### config.mk
export PLATFORM = sky130hd
export DESIGN_NAME = save_sector_header_scan_top
export DESIGN_NICKNAME = d
export VERILOG_FILES = /design/src/rtl/core/sshs_pkg.sv /design/src/rtl/core/save_sector_header_scan_top.sv
export SDC_FILE = /design/constraint.sdc
export NUM_CORES = 1
export LEC_CHECK = 0
export ABC_CLOCK_PERIOD_IN_PS = 20500
export BUFFER_PORTS_ARGS = -buffer_cell sky130_fd_sc_hd__buf_2
export CAP_MARGIN = 30
export CORE_MARGIN = 5
export CORE_UTILIZATION = 45
export CTS_CLUSTER_SIZE = 28
export DETAILED_ROUTE_END_ITERATION = 7
export GPL_TIMING_DRIVEN = 0
export SYNTH_ARGS = -nofsm -noshare
export SYNTH_HDL_FRONTEND = slang
export SYNTH_SLANG_ARGS = --single-unit
### constraint.sdc
create_clock -name aclk -period 20.5 [get_ports aclk]
set_input_delay 5.125 -clock aclk [delete_from_list [all_inputs] [get_ports aclk]]
set_output_delay 5.125 -clock aclk [all_outputs]
set_load 0.03 [all_outputs]
### src/rtl/core/sshs_pkg.sv
// Shared types, constants and the CRC-32 byte step for the sector header scanner.
// No dependencies.
package sshs_pkg;

    localparam int SECTORS_PER_BLOCK_DEF = 8;
    localparam int HEADER_BYTES          = 32;
    localparam int CRC_SPAN              = 28;
    localparam int BYTE_POS_W            = 5;

    localparam logic [BYTE_POS_W-1:0] POS_START_MAGIC = BYTE_POS_W'(3);
    localparam logic [BYTE_POS_W-1:0] POS_SERIAL      = BYTE_POS_W'(7);
    localparam logic [BYTE_POS_W-1:0] POS_END_MAGIC   = BYTE_POS_W'(CRC_SPAN - 1);
    localparam logic [BYTE_POS_W-1:0] POS_LAST        = BYTE_POS_W'(HEADER_BYTES - 1);
    localparam logic [BYTE_POS_W-1:0] POS_CRC_END     = BYTE_POS_W'(CRC_SPAN);

    localparam logic [31:0] MAGIC_START = 32'h434F_4F4C;
    localparam logic [31:0] MAGIC_END   = 32'h4845_5244;
    localparam logic [31:0] CRC_POLY    = 32'hEDB8_8320;
    localparam logic [31:0] CRC_ONES    = 32'hFFFF_FFFF;

    typedef enum logic [1:0] {
        CLASS_UNINIT  = 2'd0,
        CLASS_CORRUPT = 2'd1,
        CLASS_EMPTY   = 2'd2,
        CLASS_SAVED   = 2'd3
    } class_t;

    // Reflected CRC-32 over one byte; the bit loop folds into an XOR network.
    function automatic logic [31:0] crc_step(input logic [31:0] crc_in, input logic [7:0] b);
        logic [31:0] c;
        c = crc_in ^ {24'd0, b};
        for (int k = 0; k < 8; k++) begin
            c = c[0] ? ((c >> 1) ^ CRC_POLY) : (c >> 1);
        end
        return c;
    endfunction

endpackage

### src/rtl/core/save_sector_header_scan_top.sv
// Save-block sector header scanner: top level, one byte per beat in, one result per sector.
// Depends on sshs_pkg.
//
// Takes one header byte per cycle, with no gaps unless a stalled result holds back a
// sector's last byte: the byte is registered, checked by one pass of CRC, magic and
// serial logic, and the sector result lands in an output register. A result beat is
// registered from the last (32nd) byte of each sector. A stalled result stalls the input
// only when a new result is ready to replace it. scan_start on a byte drops any
// partial sector or block and takes that byte as byte 0 of sector 0; after the
// last sector of a block the scan state clears by itself.
module save_sector_header_scan_top
    import sshs_pkg::*;
#(
    parameter int SECTORS_PER_BLOCK = SECTORS_PER_BLOCK_DEF
) (
    input  logic        aclk,
    input  logic        aresetn,
    input  logic        s_valid,
    output logic        s_ready,
    input  logic [7:0]  s_data_byte,
    input  logic        s_read_failed,
    input  logic        s_scan_start,
    output logic        m_valid,
    input  logic        m_ready,
    output logic [2:0]  m_sector_index,
    output logic [1:0]  m_sector_class,
    output logic [30:0] m_sector_serial,
    output logic        m_block_done,
    output logic [1:0]  m_block_status,
    output logic [2:0]  m_newest_sector,
    output logic [30:0] m_newest_serial
);

    localparam int SEC_W = (SECTORS_PER_BLOCK > 1) ? $clog2(SECTORS_PER_BLOCK) : 1;
    localparam logic [SEC_W-1:0] SEC_LAST = SEC_W'(SECTORS_PER_BLOCK - 1);

    // input register
    logic       in_valid_reg, in_valid_next;
    logic [7:0] in_byte_reg;
    logic       in_fail_reg;
    logic       in_start_reg;

    // scan state
    logic [BYTE_POS_W-1:0] byte_pos_reg, byte_pos_next;
    logic [SEC_W-1:0]      sector_pos_reg, sector_pos_next;
    logic [31:0]           crc_reg, crc_next;
    logic [31:0]           word_reg, word_next;
    logic                  smagic_reg, smagic_next;
    logic                  emagic_reg, emagic_next;
    logic [31:0]           serial_reg, serial_next;
    logic                  rbad_reg, rbad_next;
    class_t                bstate_reg, bstate_next;
    logic [30:0]           best_serial_reg, best_serial_next;
    logic                  best_valid_reg, best_valid_next;
    logic [SEC_W-1:0]      best_sector_reg, best_sector_next;
    logic                  uninit_reg, uninit_next;

    // result register
    logic        out_valid_reg, out_valid_next;
    logic [2:0]  out_index_reg, out_index_next;
    class_t      out_class_reg, out_class_next;
    logic [30:0] out_serial_reg, out_serial_next;
    logic        out_done_reg, out_done_next;
    class_t      out_status_reg, out_status_next;
    logic [2:0]  out_nsec_reg, out_nsec_next;
    logic [30:0] out_nser_reg, out_nser_next;

    logic go;
    logic last;
    logic done;
    class_t cls;
    class_t status;
    logic [30:0] serial31;

    // working copies after the optional block clear
    logic [BYTE_POS_W-1:0] bp;
    logic [SEC_W-1:0]      sp;
    logic [31:0]           crc, word, serial;
    logic                  smagic, emagic, rbad, bval, uninit;
    class_t                bstate;
    logic [30:0]           bser;
    logic [SEC_W-1:0]      bsec;

    // only the last byte of a sector needs room in the result register
    assign go      = in_valid_reg && (!last || !out_valid_reg || m_ready);
    assign s_ready = !in_valid_reg || go;

    always_comb begin
        in_valid_next = s_ready ? s_valid : in_valid_reg;
    end

    always_comb begin
        bp     = in_start_reg ? '0 : byte_pos_reg;
        sp     = in_start_reg ? '0 : sector_pos_reg;
        crc    = in_start_reg ? CRC_ONES : crc_reg;
        word   = in_start_reg ? '0 : word_reg;
        smagic = in_start_reg ? 1'b0 : smagic_reg;
        emagic = in_start_reg ? 1'b0 : emagic_reg;
        serial = in_start_reg ? '0 : serial_reg;
        rbad   = (in_start_reg ? 1'b0 : rbad_reg) | in_fail_reg;
        bstate = in_start_reg ? CLASS_UNINIT : bstate_reg;
        bser   = in_start_reg ? '0 : best_serial_reg;
        bval   = in_start_reg ? 1'b0 : best_valid_reg;
        bsec   = in_start_reg ? '0 : best_sector_reg;
        uninit = in_start_reg ? 1'b0 : uninit_reg;

        if (bp < POS_CRC_END) begin
            crc = crc_step(crc, in_byte_reg);
        end
        word = {in_byte_reg, word[31:8]};
        if (bp == POS_START_MAGIC) begin
            smagic = (word == MAGIC_START);
        end
        if (bp == POS_SERIAL) begin
            serial = word;
        end
        if (bp == POS_END_MAGIC) begin
            emagic = (word == MAGIC_END);
        end

        last     = (bp == POS_LAST);
        done     = (sp == SEC_LAST);
        serial31 = serial[30:0];

        // precedence: read fault, no magic, one magic, CRC, top serial bit
        if (rbad) begin
            cls = CLASS_CORRUPT;
        end else if (!smagic && !emagic) begin
            cls = CLASS_UNINIT;
        end else if (!smagic || !emagic) begin
            cls = CLASS_CORRUPT;
        end else if (word != (crc ^ CRC_ONES)) begin
            cls = CLASS_CORRUPT;
        end else if (serial[31]) begin
            cls = CLASS_CORRUPT;
        end else if (serial == '0) begin
            cls = CLASS_EMPTY;
        end else begin
            cls = CLASS_SAVED;
        end

        // block tracking; frozen once corrupt
        if (last && bstate != CLASS_CORRUPT) begin
            if (cls == CLASS_CORRUPT) begin
                bstate = CLASS_CORRUPT;
            end else if (cls == CLASS_UNINIT) begin
                uninit = 1'b1;
            end else if (!bval || serial31 > bser) begin
                bval   = 1'b1;
                bser   = serial31;
                bsec   = sp;
                bstate = (serial31 != '0) ? CLASS_SAVED : CLASS_EMPTY;
            end
        end

        status = bstate;
        if (status != CLASS_CORRUPT && uninit && status != CLASS_UNINIT) begin
            status = CLASS_CORRUPT;
        end
    end

    always_comb begin
        byte_pos_next    = byte_pos_reg;
        sector_pos_next  = sector_pos_reg;
        crc_next         = crc_reg;
        word_next        = word_reg;
        smagic_next      = smagic_reg;
        emagic_next      = emagic_reg;
        serial_next      = serial_reg;
        rbad_next        = rbad_reg;
        bstate_next      = bstate_reg;
        best_serial_next = best_serial_reg;
        best_valid_next  = best_valid_reg;
        best_sector_next = best_sector_reg;
        uninit_next      = uninit_reg;

        out_valid_next  = out_valid_reg && !m_ready;
        out_index_next  = out_index_reg;
        out_class_next  = out_class_reg;
        out_serial_next = out_serial_reg;
        out_done_next   = out_done_reg;
        out_status_next = out_status_reg;
        out_nsec_next   = out_nsec_reg;
        out_nser_next   = out_nser_reg;

        if (go) begin
            if (!last) begin
                byte_pos_next    = bp + BYTE_POS_W'(1);
                sector_pos_next  = sp;
                crc_next         = crc;
                word_next        = word;
                smagic_next      = smagic;
                emagic_next      = emagic;
                serial_next      = serial;
                rbad_next        = rbad;
                bstate_next      = bstate;
                best_serial_next = bser;
                best_valid_next  = bval;
                best_sector_next = bsec;
                uninit_next      = uninit;
            end else begin
                out_valid_next  = 1'b1;
                out_index_next  = 3'(sp);
                out_class_next  = cls;
                out_serial_next = serial31;
                out_done_next   = done;
                out_status_next = done ? status : CLASS_UNINIT;
                out_nsec_next   = (done && status == CLASS_SAVED) ? 3'(bsec) : 3'd0;
                out_nser_next   = (done && bval) ? bser : 31'd0;

                // clear the sector; at the block's end clear the block too
                byte_pos_next = '0;
                crc_next      = CRC_ONES;
                word_next     = '0;
                smagic_next   = 1'b0;
                emagic_next   = 1'b0;
                serial_next   = '0;
                rbad_next     = 1'b0;
                if (done) begin
                    sector_pos_next  = '0;
                    bstate_next      = CLASS_UNINIT;
                    best_serial_next = '0;
                    best_valid_next  = 1'b0;
                    best_sector_next = '0;
                    uninit_next      = 1'b0;
                end else begin
                    sector_pos_next  = sp + SEC_W'(1);
                    bstate_next      = bstate;
                    best_serial_next = bser;
                    best_valid_next  = bval;
                    best_sector_next = bsec;
                    uninit_next      = uninit;
                end
            end
        end
    end

    always_ff @(posedge aclk) begin
        if (!aresetn) begin
            in_valid_reg    <= 1'b0;
            out_valid_reg   <= 1'b0;
            byte_pos_reg    <= '0;
            sector_pos_reg  <= '0;
            crc_reg         <= CRC_ONES;
            word_reg        <= '0;
            smagic_reg      <= 1'b0;
            emagic_reg      <= 1'b0;
            serial_reg      <= '0;
            rbad_reg        <= 1'b0;
            bstate_reg      <= CLASS_UNINIT;
            best_serial_reg <= '0;
            best_valid_reg  <= 1'b0;
            best_sector_reg <= '0;
            uninit_reg      <= 1'b0;
        end else begin
            in_valid_reg    <= in_valid_next;
            out_valid_reg   <= out_valid_next;
            byte_pos_reg    <= byte_pos_next;
            sector_pos_reg  <= sector_pos_next;
            crc_reg         <= crc_next;
            word_reg        <= word_next;
            smagic_reg      <= smagic_next;
            emagic_reg      <= emagic_next;
            serial_reg      <= serial_next;
            rbad_reg        <= rbad_next;
            bstate_reg      <= bstate_next;
            best_serial_reg <= best_serial_next;
            best_valid_reg  <= best_valid_next;
            best_sector_reg <= best_sector_next;
            uninit_reg      <= uninit_next;
        end
    end

    // payload registers, no reset
    always_ff @(posedge aclk) begin
        if (s_ready) begin
            in_byte_reg  <= s_data_byte;
            in_fail_reg  <= s_read_failed;
            in_start_reg <= s_scan_start;
        end
        out_index_reg  <= out_index_next;
        out_class_reg  <= out_class_next;
        out_serial_reg <= out_serial_next;
        out_done_reg   <= out_done_next;
        out_status_reg <= out_status_next;
        out_nsec_reg   <= out_nsec_next;
        out_nser_reg   <= out_nser_next;
    end

    assign m_valid         = out_valid_reg;
    assign m_sector_index  = out_index_reg;
    assign m_sector_class  = out_class_reg;
    assign m_sector_serial = out_serial_reg;
    assign m_block_done    = out_done_reg;
    assign m_block_status  = out_status_reg;
    assign m_newest_sector = out_nsec_reg;
    assign m_newest_serial = out_nser_reg;

endmodule

==> key figures <==
Cells and area
  – Final Util: 0.5147
  – Fraction of layout cells with a size suffix above 1: 0.1080
  – Final instance area: approximately 15,000 um^2
  – # nets final: between 1,500 and 2,000
  – Area growth from synthesis to layout: 13.68%

Global route
  – Via count of the first global-routing pass: between 10,000 and 15,000
  – First-pass GRT wire length: approximately 71,000 um
  – Initial antenna violation count: 0
  – Gr usage total: 0.2817
  – Grt ovf: 0
  – Largest net degree at the start of global routing: 60

Critical path
  – Crit path top cell by count: clkbuf_1
  – Worst setup EP type: primary output
  – Critical-path top delay cell: clkbuf_1
  – Kind of critical path: reg2out
  – CP max stage delay: a little under 0.7 ns
  – CP max FO: 11
  – Worst R2R Start: in_start_reg
  – WP data required: 15.38 ns
  – Cell Chain, Critical Path: buf_4 > buf_4 > clkbuf_1 > clkbuf_1 > buf_1 > clkbuf_1 > clkbuf_1 > clkbuf_1 > clkbuf_1 > clkbuf_1 > nor2b_1 > ha_1 > and4_1 > ha_1 > clkbuf_1 > clkbuf_1 > nand3_1 > buf_16 > buf_2
  – Critical path origin: in_start_reg
  – Startpoint types: flop
  – Arr. time, crit path: 8.06 ns

CTS
  – CTS Hold Buffers Added: 0
  – TritonCTS buffer count: 26
  – CTS tree: built
  – CTS clock-pin slew for the worst setup and hold paths: ~0.06 ns
  – Htree depth: 1
  – Buffer depth of the longest clock path: 3
  – Clk sinks: roughly 220
  – Post-cts sizing count: 0
  – CTS root buffer: clkbuf_16
  – Worst skew pair latency: roughly 0.55 ns
  – Setup Buffers After CTS: 0

Floorplan
  – Die Span Y: between 150 and 200 um
  – Core area: a little under 30,000 um^2
  – Die width: approximately 180 um
  – I/O Pins: a little under 90
  – Die Area: around 33,000 um^2
  – Initial core utilization: 0.4528
  – Core Rows: 63

Drt
  – Routed Antenna Nets: 0
  – Detailed Routing Iterations Pass 1: 5
  – Routed WL per cell: 23.62 um
  – DR iter-0 viols: 1,272
  – Vias: roughly 12,000
  – Remaining DRCs: 0
  – Vias per std cell: just under 6
  – Routed WL: ~48,000 um

Hold path
  – Worst hold start: best_serial_reg[23]
  – Worst Hold Class: reg2reg

Yosys
  – Post-Syn Nets: around 1,500
  – Seq/Total Area, Yosys: 0.3952
  – Ys async rst share: 0
  – Mapped Cells: approximately 1,500
  – Most area-hungry cell type in the Yosys netlist: dfxtp_1
  – Number of distinct library cells after synthesis: 73
  – Synth Register Bits: ~220
  – Synth warn: 0
  – Cell Area, Synth: 13,350 um^2
  – Area share of the leading cell type in the synthesized netlist: 0.2085
  – Top cells by area, synth: dfxtp_1 (21%), edfxtp_1 (19%), nand2_1 (5.7%)
  – Post-synth EDFFs: 83
  – Top_reg_cell synth: dfxtp_1
  – Mapped Avg Cell Area: about 9 um^2

Job
  – Max-capacitance violation count: 0

Timing
  – Worst relative slew slack: 0.3701
  – Final hold violation count: 0
  – Tmin final: around 13 ns
  – Period utilization: 0.6431
  – WHS: approximately 0.44 ns
  – Setup tns final: 0 ns
  – RSZ-0062 raised after global routing: no
  – Final Slew Violations: 0
  – Clk_skew: approximately 0.014 ns
  – Actual slew at the worst max-slew pin: ~0.94 ns
  – Setup violators final: 0
  – Peak Freq: between 70 and 80 MHz

Power
  – Power density cells: ~77 nW/um^2
  – Gate power share: 0.211
  – Cell internal pwr: 0.8181 mW
  – Peak VDD IR: between 0.05 and 0.06 mV
  – Clock share of power: 0.384
  – Flop pwr share: 0.406
  – Sw power: roughly 0.35 mW
  – Sw Share: 0.3011
  – Pleak: 5.860 nW

Outcome
  – Status: completed

Placement
  – DP Area: 14,330 um^2
  – Final RePlAce weighted congestion: between 0.9 and 1
  – Input/output buffers: just under 90
  – DP HPWL: around 36,000 um
-- per-layer routing --
layer,vias to the layer above,GRT usage,share of wire
met5,-,0,0
met4,0,0.08406,0.027
met3,98,0.08850,0.11
met2,575,0.4088,0.42
met1,5619,0.4033,0.44
li1,5501,-,-
-- area by class of cell --
cell class                      instances  area, um^2
Antenna cell                            1       2.502
Clock inverter                         13       108.9
Inverter                               41       153.9
Timing Repair Buffer                   92       511.7
Fill cell                            2841       14310
Sequential cell                       222        5275
Multi-Input combinational cell       1113        7401
Tap cell                              390       488.0
Buffer                                114       523.0
Clock buffer                           34       710.7
-- layout by cell type, fill, tap and decap left out, drive strengths merged, types with 9 or more instances in the layout --
cell type	count
a21boi	28
and3	12
clkbuf	114
nor2b	101
nand4	26
o21ai	66
nor4	20
xnor3	20
o211ai	36
xor2	31
a21o	12
xnor2	81
edfxtp	83
nand3	41
nor2	102
ha	35
nor3	33
inv	42
dfxtp	139
buf	126
a22oi	39
mux2i	46
nand2	204
a211oi	9
a21oi	71
-- power groups by stage --
stage	registers, mW	logic, mW	clock network, mW
floorplan	0.478	0.174	0
detailed placement	0.484	0.237	0
CTS	0.474	0.238	0.461
global route	0.475	0.260	0.481
global placement	0.483	0.237	0
finish	0.475	0.247	0.449
-- cells in the mapped netlist, types with 41 or more instances --
cell type  instances
nand3_1           41
xnor2_1           77
mux2i_1           46
clkbuf_1          80
dfxtp_1          139
a21oi_1           71
edfxtp_1          83
nor2_1           101
nand2_1          203
inv_1             41
nor2b_1          101
-- logic make-up (layout without fill, tap and decap cells) --
kind of cell | after synthesis | after routing | share of synthesized area
AO/OA/AOI/OAI | 301 | 301 | 0.1468
other | 0 | 1 | 0
multiplexers | 51 | 51 | 0.03871
buffers and inverters | 155 | 294 | 0.05043
adder cells (fa/ha/maj) | 35 | 35 | 0.03281
XOR/XNOR | 135 | 135 | 0.1177
AND/OR/NAND/NOR | 591 | 591 | 0.2184
flip-flops | 222 | 222 | 0.3952
-- critical path: cells and delay by family (launching register included) --
| kind | cells | cell delay (ns) |
|---|---|---|
| buf+inv | 14 | 5.87 |
| simple gates | 3 | 0.68 |
| fa+ha+maj | 2 | 0.46 |
| flops | 1 | 0.44 |
-- path summary, 6_finish.rpt --
kind / end / slack (ns) / cells past startpoint
min reg2reg: best_serial_reg[23] / 0.44 / 2
min: best_serial_reg[23] / 0.44 / 2
max reg2reg: m_newest_serial[6] / 8.85 / 29
max: s_ready / 7.32 / 19
-- stage by stage --
stage                     std cells  power (mW)  worst slack [ns]
final                          2020       1.171             7.317
after global routing           2019       1.215             7.058
after CTS                      2018       1.174             7.040
after detailed placement       1971      0.7205             7.621
after global placement         1968      0.7207             7.612
after floorplan                1490      0.6518             9.582
(Power assumes the default switching activity.)
